--- src/rtl/grw_pkg.sv ---
package grw_pkg;

    localparam int COORD_W = 10;
    localparam int COST_W  = 48;
    localparam logic [COST_W-1:0] COST_MAX = {COST_W{1'b1}};

    localparam logic [1:0] OP_PLACE   = 2'd0;
    localparam logic [1:0] OP_REROUTE = 2'd1;
    localparam logic [1:0] OP_SCORE   = 2'd2;

    typedef enum logic [1:0] {
        WM_SCORE  = 2'd0,
        WM_ADD    = 2'd1,
        WM_REMOVE = 2'd2
    } walk_mode_t;

    typedef enum logic [1:0] {
        CS_ACC  = 2'd0,
        CS_BEST = 2'd1,
        CS_ZERO = 2'd2
    } cost_sel_t;

    // candidate families in search order
    typedef enum logic [2:0] {
        K_1A  = 3'd0,
        K_1B  = 3'd1,
        K_2X  = 3'd2,
        K_2Y  = 3'd3,
        K_3H  = 3'd4,
        K_3V  = 3'd5,
        K_END = 3'd6
    } cand_kind_t;

    typedef struct packed {
        logic [1:0]                n;
        logic [2:0][COORD_W-1:0]   bx;
        logic [2:0][COORD_W-1:0]   by;
    } route_t;

    typedef struct packed {
        logic       load;
        logic       clr_en;
        logic       walk_init;
        logic       walk_cand;
        walk_mode_t mode;
        logic       ex_en;
        logic       ac_en;
        logic       best_from_acc;
        logic       cand_first;
        logic       cand_next;
        logic       cand_take;
        logic       out_load;
        cost_sel_t  cost_sel;
    } cmd_t;

    typedef struct packed {
        logic       clr_last;
        logic       walk_done;
        logic       cand_end;
        logic       cand_valid;
        logic [1:0] op;
        logic       collinear;
        logic       out_free;
    } status_t;

endpackage

--- src/rtl/grw_ctrl.sv ---
module grw_ctrl import grw_pkg::*; (
    input  logic    clk,
    input  logic    rst_n,
    input  logic    in_valid,
    output logic    in_stall,
    input  status_t status,
    output cmd_t    cmd
);

    typedef enum logic [8:0] {
        S_CLR  = 9'b000000001,
        S_IDLE = 9'b000000010,
        S_DEC  = 9'b000000100,
        S_WRD  = 9'b000001000,
        S_WEX  = 9'b000010000,
        S_WAC  = 9'b000100000,
        S_NEXT = 9'b001000000,
        S_CCHK = 9'b010000000,
        S_DONE = 9'b100000000
    } state_t;

    typedef enum logic [2:0] {
        T_PLACE_ADD = 3'd0,
        T_ECHO      = 3'd1,
        T_RR_REMOVE = 3'd2,
        T_RR_SCORE  = 3'd3,
        T_CAND      = 3'd4,
        T_RR_ADD    = 3'd5
    } task_t;

    state_t    state_reg, state_next;
    task_t     task_reg, task_next;
    cost_sel_t csel_reg, csel_next;

    always_ff @(posedge clk or negedge rst_n)
    begin
        if (!rst_n)
        begin
            state_reg <= S_CLR;
            task_reg  <= T_ECHO;
            csel_reg  <= CS_ZERO;
        end
        else
        begin
            state_reg <= state_next;
            task_reg  <= task_next;
            csel_reg  <= csel_next;
        end
    end

    assign in_stall = (state_reg != S_IDLE);

    always_comb
    begin
        state_next   = state_reg;
        task_next    = task_reg;
        csel_next    = csel_reg;
        cmd          = '0;
        cmd.mode     = WM_SCORE;
        cmd.cost_sel = csel_reg;
        unique case (state_reg)
            S_CLR:
            begin
                cmd.clr_en = 1'b1;
                if (status.clr_last)
                begin
                    state_next = S_IDLE;
                end
            end
            S_IDLE:
            begin
                if (in_valid)
                begin
                    cmd.load   = 1'b1;
                    state_next = S_DEC;
                end
            end
            S_DEC:
            begin
                priority if (status.op == OP_PLACE)
                begin
                    cmd.walk_init = 1'b1;
                    cmd.mode      = WM_ADD;
                    task_next     = T_PLACE_ADD;
                    state_next    = S_WRD;
                end
                else if (status.op == OP_SCORE ||
                         (status.op == OP_REROUTE && status.collinear))
                begin
                    cmd.walk_init = 1'b1;
                    task_next     = T_ECHO;
                    csel_next     = CS_ACC;
                    state_next    = S_WRD;
                end
                else if (status.op == OP_REROUTE)
                begin
                    cmd.walk_init = 1'b1;
                    cmd.mode      = WM_REMOVE;
                    task_next     = T_RR_REMOVE;
                    state_next    = S_WRD;
                end
                else
                begin
                    csel_next  = CS_ZERO;
                    state_next = S_DONE;
                end
            end
            S_WRD:
            begin
                state_next = S_WEX;
            end
            S_WEX:
            begin
                cmd.ex_en  = 1'b1;
                state_next = S_WAC;
            end
            S_WAC:
            begin
                cmd.ac_en  = 1'b1;
                state_next = status.walk_done ? S_NEXT : S_WRD;
            end
            S_NEXT:
            begin
                unique case (task_reg)
                    T_PLACE_ADD:
                    begin
                        cmd.walk_init = 1'b1;
                        task_next     = T_ECHO;
                        csel_next     = CS_ACC;
                        state_next    = S_WRD;
                    end
                    T_RR_REMOVE:
                    begin
                        cmd.walk_init = 1'b1;
                        task_next     = T_RR_SCORE;
                        state_next    = S_WRD;
                    end
                    T_RR_SCORE:
                    begin
                        cmd.best_from_acc = 1'b1;
                        cmd.cand_first    = 1'b1;
                        state_next        = S_CCHK;
                    end
                    T_CAND:
                    begin
                        cmd.cand_take = 1'b1;
                        cmd.cand_next = 1'b1;
                        state_next    = S_CCHK;
                    end
                    T_RR_ADD:
                    begin
                        csel_next  = CS_BEST;
                        state_next = S_DONE;
                    end
                    default:
                    begin
                        state_next = S_DONE;
                    end
                endcase
            end
            S_CCHK:
            begin
                priority if (status.cand_end)
                begin
                    cmd.walk_init = 1'b1;
                    cmd.mode      = WM_ADD;
                    task_next     = T_RR_ADD;
                    state_next    = S_WRD;
                end
                else if (status.cand_valid)
                begin
                    cmd.walk_init = 1'b1;
                    cmd.walk_cand = 1'b1;
                    task_next     = T_CAND;
                    state_next    = S_WRD;
                end
                else
                begin
                    cmd.cand_next = 1'b1;
                end
            end
            S_DONE:
            begin
                if (status.out_free)
                begin
                    cmd.out_load = 1'b1;
                    state_next   = S_IDLE;
                end
            end
            default:
            begin
                state_next = S_CLR;
            end
        endcase
    end

endmodule

--- config.mk ---
export PLATFORM = sky130hd
export DESIGN_NAME = grw_ctrl
export DESIGN_NICKNAME = d
export VERILOG_FILES = /design/src/rtl/grw_pkg.sv /design/src/rtl/grw_ctrl.sv
export SDC_FILE = /design/constraint.sdc
export NUM_CORES = 1
export LEC_CHECK = 0
export CAP_MARGIN = 20
export CORE_UTILIZATION = 40
export CTS_BUF_LIST = sky130_fd_sc_hd__clkbuf_16
export CTS_CLUSTER_DIAMETER = 80
export CTS_CLUSTER_SIZE = 25
export DETAILED_ROUTE_END_ITERATION = 10
export DONT_BUFFER_PORTS = 1
export GPL_ROUTABILITY_DRIVEN = 0
export GPL_TIMING_DRIVEN = 0
export PLACE_DENSITY = 0.63
export SLEW_MARGIN = 20
export SYNTH_ARGS = -nofsm -noshare
export SYNTH_HDL_FRONTEND = slang
export SYNTH_SLANG_ARGS = --single-unit
--- constraint.sdc ---
create_clock -name clk -period 3.3 [get_ports clk]
set_input_delay 0.165 -clock clk [delete_from_list [all_inputs] [get_ports clk]]
set_output_delay 0.165 -clock clk [all_outputs]
set_load 0.02 [all_outputs]
==> flow_metrics.env <==
export IMPL_drc=0
export IMPL_h_tree_depth=1
export IMPL_multi_input_area_um2=612
export IMPL_final_max_slew_viol_count=0
export IMPL_wl_um=2610
export IMPL_largest_reg_flops=9
export IMPL_hp_start="in_valid"
export IMPL_whs_path_depth=1
export IMPL_ys_flop_type="dfrtp_1"
export IMPL_yosysWarnings=0
export IMPL_critPathKind="reg2out"
export IMPL_rsz0062_at_grt="no"
export IMPL_rrSetupSlack_ps=1410
export IMPL_io_pins=27
export IMPL_setup_ws_ps=732
export IMPL_start_util=0.422
export IMPL_wire_per_inst_um=16.6
export IMPL_reg2reg_from="state_reg[7]"
export IMPL_n_antenna_cell=0
export IMPL_ctsRootBufferMaster="clkbuf_16"
export IMPL_cp_start_kind="flop"
export IMPL_syn_to_final_growth_pct=13.2
export IMPL_grt_overflow_total=0
export IMPL_clock_path_buffers=2
export IMPL_die_y_um=52.9
export IMPL_finalClockSkew_ps=1.50
export IMPL_syn_nets=132
export IMPL_hold_viol=0
export IMPL_fmax_mhz=389
export IMPL_drtIter0Drc=19
export IMPL_grt_max_degree=15
export IMPL_reg2reg_depth=5
export IMPL_antenna_found_initial=0
export IMPL_max_cap_violations=0
export IMPL_synth_edf_count=0
export IMPL_clk_latency_ps=250
export IMPL_vias=975
export IMPL_cts_sinks=14
export IMPL_leakage_nw=0.477
export IMPL_yosysSeqAreaShare=0.342
export IMPL_end_kind="output port"
export IMPL_arrival_ps=2400
export IMPL_io_buffer_count=0
export IMPL_crit_fanout=6
export IMPL_ant_nets=0
export IMPL_num_rows=18
export IMPL_core_area_mm2=0.00245
export IMPL_grt_pass1_wl_um=4200
export IMPL_grt_pass1_vias=894
export IMPL_dieWidth_um=52.9
export IMPL_synth_seq_cells=14
export IMPL_synth_distinct_cells=44
export IMPL_synthesis_area_mm2=0.00104
export IMPL_dr_pass1_iters=4
export IMPL_hold_class="in2reg"
export IMPL_layout_nets=139
export IMPL_numCtsBuffers=3
export IMPL_critical_path_required_ps=3130
export IMPL_powerDensity_mw_per_mm2=622
export IMPL_ff_latch_area_um2=354
export IMPL_via_per_inst=6.21
export IMPL_period_needed_ps=2570
export IMPL_min_to="state_reg[1]"
export IMPL_grt_use_total=0.209
export IMPL_irDropWorstVdd_uv=308
export IMPL_tightest_slew_ps=972
export IMPL_outcome="complete, no violations"
export IMPL_period_share=0.778
export IMPL_synthArstFlopShare=1.00
export IMPL_clk_pin_slew_ps=50
export IMPL_max_slew_margin=0.343
export IMPL_synthCells=121
export IMPL_fin_tns_setup_ps=0
export IMPL_cts_tree="yes"
export IMPL_hpwlAfterDp_um=1870
export IMPL_dp_slack_ps=1040
export IMPL_dieArea_mm2=0.00280
export IMPL_syn_area_per_cell_um2=8.56
export IMPL_fillerInstances=229
export IMPL_drive_above_1_share=0.134
export IMPL_setup_viol=0
export IMPL_reg2reg_to="task_reg[2]"
[layout by cell type, fill, tap and decap left out, drive strengths merged, types with 4 or more instances in the layout]
master   n
buf      7
nand3    7
nor3     5
clkbuf   8
inv      5
dfrtp   11
nand2    7
o21ai    4
nor2b    6
nand4    8
nor2    11
[synth_stat cells, types with 2 or more instances]
cell type	number	area (um2)
a21oi_1	3	15.0
and2_1	2	12.5
and3_1	2	12.5
and4b_1	2	20.0
buf_2	5	25.0
clkbuf_1	5	18.8
dfrtp_1	11	275
dfstp_2	3	78.8
inv_1	4	15.0
mux2i_1	3	30.0
nand2_1	7	26.3
nand3_1	6	30.0
nand4_1	8	50.1
nand4b_1	2	17.5
nor2_1	11	41.3
nor2b_1	6	37.5
nor3_1	4	20.0
nor3b_1	3	22.5
nor4_1	2	12.5
nor4b_1	2	17.5
o211ai_1	2	15.0
o21ai_0	3	15.0
o221ai_1	3	26.3
xor2_1	2	17.5
[power breakdown]
part / internal, W / leakage (nW) / switching [W]
sequential: 0.000214 / 0.177 / 0.0000357
clock: 0.000161 / 0.0423 / 0.0000763
combinational: 0.0000917 / 0.258 / 0.000151
[metrics by stage]
stage | power [W] | instance area, um2 | utilization | hold slack (ps) | cells
2_1_floorplan | 0.000445 | 1040 | - | -131 | 121
5_1_grt | 0.000774 | 1170 | 0.478 | 29.5 | 157
3_5_place_dp | 0.000486 | 1070 | 0.437 | -130 | 151
3_3_place_gp | 0.000481 | 1070 | 0.437 | -130 | 151
6_report | 0.000729 | 1170 | 0.478 | 21.1 | 157
4_1_cts | 0.000727 | 1170 | 0.478 | 23.3 | 157
[how the worst max path moves through the flow]
stage,to,cells after the start,start,slack (ps)
2_1_floorplan,cmd[4],4,state_reg[1],1200
3_3_place_gp,cmd[4],4,state_reg[1],1020
3_5_place_dp,cmd[4],4,state_reg[1],1040
4_1_cts,cmd[4],5,state_reg[8],760
5_1_grt,cmd[4],4,state_reg[1],530
6_report,cmd[4],4,state_reg[1],730
[kinds of logic (layout without fill, tap and decap cells)]
logic type,after synthesis,after routing,share of synthesized area
buffers and inverters,16,22,0.0676
muxes,3,3,0.0290
xor gates and xnor gates,3,3,0.0254
and+or+nand+nor,63,63,0.382
DFF,14,14,0.342
AOI/OAI and AO/OA,22,22,0.155
[metal layers]
layer / up-vias / wire (um) / global-route usage / part of all wire
li1: 460 / - / - / -
met5: - / 0 / 0 / 0
met2: 39 / 1250 / 0.323 / 0.48
met4: 0 / 40 / 0.0702 / 0.015
met3: 8 / 127 / 0.0431 / 0.049
met1: 468 / 1190 / 0.288 / 0.46
[what timing repair did]
action | in CTS | in global routing
hold buffers | 2 | 0
hold endpoints to repair | 15 | 0
buffers inserted | 0 | 0
setup endpoints to repair | 0 | 0
resized for setup | 0 | 0
[worst max-delay path, cell delays in order, from the launching register on]
cell      delay, ps
dfrtp_1         450
nor4_4          440
nand3_2         180
nor4_1          770
nand2b_1        320
[cell type report]
class | instances | share of cell area
multi-input cells | 91 | 0.522
flip-flops and latches | 14 | 0.302
clock buffers | 3 | 0.0640
plain buffers | 12 | 0.0470
well taps | 30 | 0.0320
repair buffers | 2 | 0.0171
inverters | 4 | 0.0128
clock inverters | 1 | 0.00320
Power figures use the tool's default switching activity.
